File: config.mk
export PLATFORM = sky130hd
export DESIGN_NAME = stable_priority_queue_core
export DESIGN_NICKNAME = d
export VERILOG_FILES = /design/src/rtl/core/spq_pkg.sv /design/src/rtl/core/spq_cell.sv /design/src/rtl/core/stable_priority_queue_core.sv
export SDC_FILE = /design/constraint.sdc
export NUM_CORES = 2
export LEC_CHECK = 0
export BUFFER_PORTS_ARGS = -buffer_cell sky130_fd_sc_hd__buf_2
export CAP_MARGIN = 20
export CORE_MARGIN = 1
export CORE_UTILIZATION = 30
export DETAILED_ROUTE_END_ITERATION = 10
export GPL_ROUTABILITY_DRIVEN = 0
export GPL_TIMING_DRIVEN = 0
export MAX_ROUTING_LAYER = met4
export PLACE_DENSITY = 0.5
export SETUP_SLACK_MARGIN = 0.3
export SLEW_MARGIN = 30
export SYNTH_ARGS = -nofsm -noshare
export SYNTH_HDL_FRONTEND = slang
export SYNTH_SLANG_ARGS = --single-unit
File: constraint.sdc
create_clock -name clk -period 25.5 [get_ports clk]
set_input_delay 5.1 -clock clk [delete_from_list [all_inputs] [get_ports clk]]
set_output_delay 5.1 -clock clk [all_outputs]
set_load 0.02 [all_outputs]
File: src/rtl/core/spq_pkg.sv
// Package with the types and constants shared by the priority queue modules.
package spq_pkg;

  // Queue geometry and field widths.
  localparam int CAPACITY = 16;
  localparam int VALUE_W  = 32;
  localparam int PRIO_W   = 16;
  localparam int COUNT_W  = $clog2(CAPACITY + 1);
  localparam int REQ_W    = 2;
  localparam int STATUS_W = 2;

  // Request codes.
  localparam logic [REQ_W-1:0] REQ_ENQUEUE = 2'd0;
  localparam logic [REQ_W-1:0] REQ_DEQUEUE = 2'd1;
  localparam logic [REQ_W-1:0] REQ_CLEAR   = 2'd2;

  // Status codes.
  localparam logic [STATUS_W-1:0] ST_OK    = 2'd0;
  localparam logic [STATUS_W-1:0] ST_EMPTY = 2'd1;
  localparam logic [STATUS_W-1:0] ST_FULL  = 2'd2;

  // Operation broadcast to every cell of the row.
  typedef enum logic [1:0] {
    OP_HOLD,
    OP_ENQ,
    OP_DEQ,
    OP_CLEAR
  } cell_op_t;

  typedef struct packed {
    cell_op_t            op;
    logic [PRIO_W-1:0]   prio;
    logic [VALUE_W-1:0]  value;
  } cell_cmd_t;

  // Contents of one slot.
  typedef struct packed {
    logic                used;
    logic [PRIO_W-1:0]   prio;
    logic [VALUE_W-1:0]  value;
  } slot_t;

  // Input request payload.
  typedef struct packed {
    logic [REQ_W-1:0]    req_type;
    logic [VALUE_W-1:0]  item_value;
    logic [PRIO_W-1:0]   item_priority;
  } in_item_t;

  // Result payload.
  typedef struct packed {
    logic [STATUS_W-1:0] status;
    logic [VALUE_W-1:0]  out_value;
    logic                out_valid;
    logic [COUNT_W-1:0]  entry_count;
    logic [VALUE_W-1:0]  head_value;
    logic [PRIO_W-1:0]   head_priority;
    logic                head_valid;
  } out_item_t;

endpackage

File: src/rtl/core/spq_cell.sv
// One slot of the sorted row: holds an entry and inserts or shifts it locally.
module spq_cell (
  input  logic              clk,
  input  logic              rst_n,
  input  spq_pkg::cell_cmd_t cmd,
  input  logic              left_keep,
  input  spq_pkg::slot_t    left_slot,
  input  spq_pkg::slot_t    right_slot,
  output spq_pkg::slot_t    slot,
  output spq_pkg::slot_t    slot_nxt,
  output logic              keep
);
  import spq_pkg::*;

  logic               used_r;
  logic [PRIO_W-1:0]  prio_r;
  logic [VALUE_W-1:0] value_r;

  assign slot = '{used: used_r, prio: prio_r, value: value_r};

  // An entry stays in place on insert when it ranks at or ahead of the new one.
  assign keep = used_r && (prio_r <= cmd.prio);

  // Next contents of the slot.
  always_comb begin
    slot_nxt = slot;
    unique case (cmd.op)
      OP_HOLD: begin
        slot_nxt = slot;
      end
      OP_CLEAR: begin
        slot_nxt.used = 1'b0;
      end
      OP_ENQ: begin
        if (keep) begin
          slot_nxt = slot;
        end else if (left_keep) begin
          slot_nxt = '{used: 1'b1, prio: cmd.prio, value: cmd.value};
        end else begin
          slot_nxt = left_slot;
        end
      end
      OP_DEQ: begin
        slot_nxt = right_slot;
      end
      default: begin
        slot_nxt = slot;
      end
    endcase
  end

  // Occupancy bit is reset; the payload is only read when occupied.
  always_ff @(posedge clk) begin
    if (!rst_n) begin
      used_r <= 1'b0;
    end else begin
      used_r <= slot_nxt.used;
    end
  end

  always_ff @(posedge clk) begin
    prio_r  <= slot_nxt.prio;
    value_r <= slot_nxt.value;
  end

endmodule

File: src/rtl/core/stable_priority_queue_core.sv
// Top level of the stable bounded priority queue built from a row of slot cells.
//
//   Channel  Direction  Handshake           Payload
//   in_      input      in_valid/in_stall   in_item  (req_type, item_value, item_priority)
//   out_     output     out_valid/out_stall out_item (status, out_value, ..., head_valid)
//
// Every request is applied to all cells of the row in the cycle it is accepted,
// so the queue takes one request per cycle while in_stall is low; the result
// appears in the next cycle. The result sits in an output register; in_stall
// is high only while that register holds a result that the receiver stalls.
// Reset (rst_n low, synchronous) empties the queue and drops any pending result.
module stable_priority_queue_core (
  input  logic               clk,
  input  logic               rst_n,
  input  logic               in_valid,
  output logic               in_stall,
  input  spq_pkg::in_item_t  in_item,
  output logic               out_valid,
  input  logic               out_stall,
  output spq_pkg::out_item_t out_item
);
  import spq_pkg::*;

  logic                 accept;
  cell_cmd_t            cmd;
  logic [STATUS_W-1:0]  status;
  logic [COUNT_W-1:0]   count_r;
  logic [COUNT_W-1:0]   count_nxt;
  logic                 out_valid_r;
  out_item_t            out_item_r;
  out_item_t            result;

  slot_t slot_cur [CAPACITY];
  slot_t slot_new [CAPACITY];
  logic  keep_w   [CAPACITY];

  assign in_stall  = out_valid_r && out_stall;
  assign accept    = in_valid && !in_stall;
  assign out_valid = out_valid_r;
  assign out_item  = out_item_r;

  // Decode the request into a cell operation; full, empty and unused codes hold.
  always_comb begin
    cmd.prio  = in_item.item_priority;
    cmd.value = in_item.item_value;
    cmd.op    = OP_HOLD;
    status    = ST_OK;
    if (accept) begin
      unique case (in_item.req_type)
        REQ_ENQUEUE: begin
          if (count_r == COUNT_W'(CAPACITY)) begin
            status = ST_FULL;
          end else begin
            cmd.op = OP_ENQ;
          end
        end
        REQ_DEQUEUE: begin
          if (count_r == '0) begin
            status = ST_EMPTY;
          end else begin
            cmd.op = OP_DEQ;
          end
        end
        REQ_CLEAR: begin
          cmd.op = OP_CLEAR;
        end
        default: begin
          cmd.op = OP_HOLD;
        end
      endcase
    end
  end

  // Row of cells; each one sees its left and right neighbor.
  for (genvar i = 0; i < CAPACITY; i++) begin : g_cell
    slot_t left_slot;
    slot_t right_slot;
    logic  left_keep;

    if (i == 0) begin : g_first
      assign left_slot = '0;
      assign left_keep = 1'b1;
    end else begin : g_inner_l
      assign left_slot = slot_cur[i-1];
      assign left_keep = keep_w[i-1];
    end

    if (i == CAPACITY - 1) begin : g_last
      assign right_slot = '0;
    end else begin : g_inner_r
      assign right_slot = slot_cur[i+1];
    end

    spq_cell u_cell (
      .clk        (clk),
      .rst_n      (rst_n),
      .cmd        (cmd),
      .left_keep  (left_keep),
      .left_slot  (left_slot),
      .right_slot (right_slot),
      .slot       (slot_cur[i]),
      .slot_nxt   (slot_new[i]),
      .keep       (keep_w[i])
    );
  end

  // Entry count after the request.
  always_comb begin
    unique case (cmd.op)
      OP_ENQ:   count_nxt = count_r + COUNT_W'(1);
      OP_DEQ:   count_nxt = count_r - COUNT_W'(1);
      OP_CLEAR: count_nxt = '0;
      OP_HOLD:  count_nxt = count_r;
      default:  count_nxt = count_r;
    endcase
  end

  always_ff @(posedge clk) begin
    if (!rst_n) begin
      count_r <= '0;
    end else begin
      count_r <= count_nxt;
    end
  end

  // Assemble the result: dequeued value from the current head, head fields after the request.
  always_comb begin
    result.status        = status;
    result.out_valid     = (cmd.op == OP_DEQ);
    result.out_value     = (cmd.op == OP_DEQ) ? slot_cur[0].value : '0;
    result.entry_count   = count_nxt;
    result.head_valid    = slot_new[0].used;
    result.head_value    = slot_new[0].used ? slot_new[0].value : '0;
    result.head_priority = slot_new[0].used ? slot_new[0].prio : '0;
  end

  // Output register: loads on every transfer in, empties on a transfer out.
  always_ff @(posedge clk) begin
    if (!rst_n) begin
      out_valid_r <= 1'b0;
    end else if (accept) begin
      out_valid_r <= 1'b1;
    end else if (!out_stall) begin
      out_valid_r <= 1'b0;
    end
  end

  always_ff @(posedge clk) begin
    if (accept) begin
      out_item_r <= result;
    end
  end

endmodule

==> impl_metrics.tcl <==
set metrics [dict create \
    status "finished, final reports clean" \
    final_antenna_net_count 0 \
    synthToLayoutAreaGrowth_pct 14.7 \
    die_y_um 413 \
    combPwrFrac_pct 19.9 \
    hp-class "reg2reg" \
    path_clk_slew_ns 0.06 \
    vias 36700 \
    multi_input_area_mm2 0.0231 \
    p_clk_share_pct 34.3 \
    worst_slew_pin_slew_ns 1.07 \
    drc 0 \
    cts_sinks 879 \
    cap_viol_max_count 0 \
    worstPathMaxFanout 3 \
    p_per_area_mw_per_mm2 75.2 \
    cpMostUsedCell "buf_2" \
    seq_area_frac_synth_pct 50.8 \
    relSlewSlack_pct 28.1 \
    htree_num_levels 3 \
    nFillCells 16500 \
    cts_resized 0 \
    fin_cells 6927 \
    clockBufferDepth 3 \
    cts_buffers 99 \
    max_freq_mhz 94.2 \
    rsz0062_at_grt "no" \
    maxSlewViolCount 0 \
    fin_setup_tns_ns 0 \
    intPower_uw 3100 \
    grt_usage_pct 19.3 \
    path_class "in2out" \
    postCtsHoldBufs 0 \
    endpoint_kind "output port" \
    synth_area_leaders "edfxtp_1 (48%), o221a_2 (12%), ha_1 (6.5%)" \
    overflow 0 \
    mostFrequentLayoutCells "edfxtp_1 (809), o221a_2 (528), nand2b_1 (500)" \
    placed_cells 6731 \
    switching_share_pct 28.9 \
    final_net_count 4947 \
    hold_viol 0 \
    grt_pass1_vias 36000 \
    fin_skew_ns 0.0258 \
    period_share_pct 41.6 \
    post_cts_buffers 0 \
    dieArea_mm2 0.170 \
    firstDrtPassIters 6 \
    cp_slowest_cell "and2_1" \
    setup_viol 0 \
    ios 145 \
    grt_pass1_wl_mm 237 \
    drive_above_1_share_pct 21.4 \
    wirelength_mm 161 \
    antenna_found_initial 13 \
    clk_latency_ns 0.71 \
    layout_commonest_cell "edfxtp_1" \
    io_buffers 99 \
    synth_edf_count 809 \
    ys_types 66 \
    cts_root_buffer "clkbuf_16" \
    power_leakage_uw 0.0201 \
    grt_max_degree 71 \
    dpl.hpwl_mm 132 \
    synthArstFlopShare_pct 0 \
    rows 150 \
    yosysWarnings 0 \
    synth_nets 4718 \
    sequentialPowerShare_pct 45.8 \
    start_kind "primary input" \
    hp-start "out_valid" \
    synth.avg_cell_area_um2 11.5 \
    ir_worst_vdd_mv 0.0510 \
    power.switching_uw 1260 \
    synth-main-ff-cell "edfxtp_1" \
    start_util_pct 30.2 \
    yosysTopAreaCellShare_pct 48.0 \
    wl_per_cell_um 23.3 \
    crit_path_max_incr_delay_ns 0.16 \
    worst-endpoint-arrival_ns 5.51 \
    fin_crit_ns 10.61 \
    synth_area_mm2 0.0506 \
    timing.rr.start "count_r[0]" \
    via_per_inst 5.30 \
    crit_buf_inv 2 \
    synthCells 4399 \
    seq_area_mm2 0.0257 \
    startpoint "out_stall" \
    cts_tree "yes" \
    drt_iter0_drc 3364 \
    crit_path_cell_trace "buf_2 -> and2_1 -> buf_2" \
    synth_top_area_cell "edfxtp_1" \
    core_region_area_mm2 0.167 \
    critical_path_required_ns 20.40 \
    die_x_um 413 \
    synth_seq_cells 879 \
    cp_top_family "buffers and inverters" \
]
## cells in the mapped netlist (all sizes together) (14+ instances only)
| library cell | n |
|---|---|
| o22a | 46 |
| a311oi | 52 |
| nand3b | 33 |
| nor3b | 49 |
| dfxtp | 70 |
| nand2 | 355 |
| nand4 | 67 |
| and2 | 40 |
| a22oi | 14 |
| o21ai | 199 |
| clkbuf | 263 |
| nor2 | 203 |
| inv | 41 |
| a21o | 28 |
| edfxtp | 809 |
| o221a | 551 |
| buf | 154 |
| nor2b | 40 |
| a21oi | 143 |
| nor3 | 63 |
| o22ai | 98 |
| o211ai | 26 |
| mux2i | 97 |
| nor4 | 33 |
| nand3 | 80 |
| nand2b | 500 |
| ha | 264 |
| o21a | 20 |
## kinds of logic after synthesis
group	count (synthesis)	share of synthesized area, %
muxes	99	1.96
and+or+nand+nor	1488	16.0
adders and majority gates	265	6.57
AOI/OAI and AO/OA	1206	20.8
buffers and inverters	458	3.83
xor gates and xnor gates	4	0.0693
DFF	879	50.8
## layer usage
metal / global-route usage, % / part of all wire (%) / vias to the layer above
met4: 7.68 / 3.9 / 0
met1: 24.3 / 44 / 17500
met2: 30.8 / 46 / 1186
met5: - / 0 / -
met3: 3.03 / 6.2 / 297
li1: - / - / 17700
## final cells by class
cell class,count,area share (%)
multi-input cells,3062,39.7
diodes,13,0.0561
clock buffers,135,4.81
plain buffers,417,3.09
clock inverters,48,0.958
flip-flops and latches,879,44.3
inverters,41,0.274
repair buffers,128,2.02
well taps,2204,4.75
## stage by stage
step | hold slack (ns) | instance area (µm²) | setup slack (ns) | utilization [%] | power (µW)
floorplan | 0.545 | 50600 | 13.64 | - | 2580
global placement | 0.581 | 53800 | 9.93 | 32.2 | 2840
detailed placement | 0.603 | 54600 | 14.89 | 32.7 | 2890
CTS | 0.613 | 58000 | 14.89 | 34.7 | 4390
global route | 0.640 | 58000 | 14.87 | 34.7 | 4550
finish | 0.609 | 58000 | 14.89 | 34.7 | 4360
## path summary, 6_finish.rpt
kind / to / slack [ns] / cells after the start
worst min-delay path: out_valid / 0.61 / 2
worst max register to register: g_cell[15].u_cell.value_r[19] / 20.31 / 13
worst min register to register: out_valid / 0.61 / 2
worst max-delay path: in_stall / 14.89 / 3
## flip-flops by register name, indices dropped and copies added (netlist names)
| register | cells |
|---|---|
| g_cell.u_cell.used_r | 16 |
| out_item | 89 |
| out_valid | 1 |
| count_r | 5 |
| g_cell.u_cell.prio_r | 256 |
| g_cell.u_cell.value_r | 512 |
## worst register-to-register path, cell delays in order (launching register included)
cell and delay, ns:
dfxtp_1 0.35, or4_1 0.60, nor3b_1 0.24, or3_1 0.22, ha_1 0.37, buf_2 0.34
clkbuf_2 0.50, clkbuf_1 0.37, buf_2 0.32, clkbuf_2 0.51, nor2_1 0.16, nor2_4 0.49
buf_8 0.23, buf_16 0.18
## power by group through the flow
stage	clock network (µW)	registers, µW	logic [µW]
final	1500	2000	868
after global routing	1570	2020	957
after CTS	1530	1990	868
after detailed placement	0	2020	866
after global placement	0	2030	810
after floorplan	0	1960	613
(Power assumes the default switching activity.)
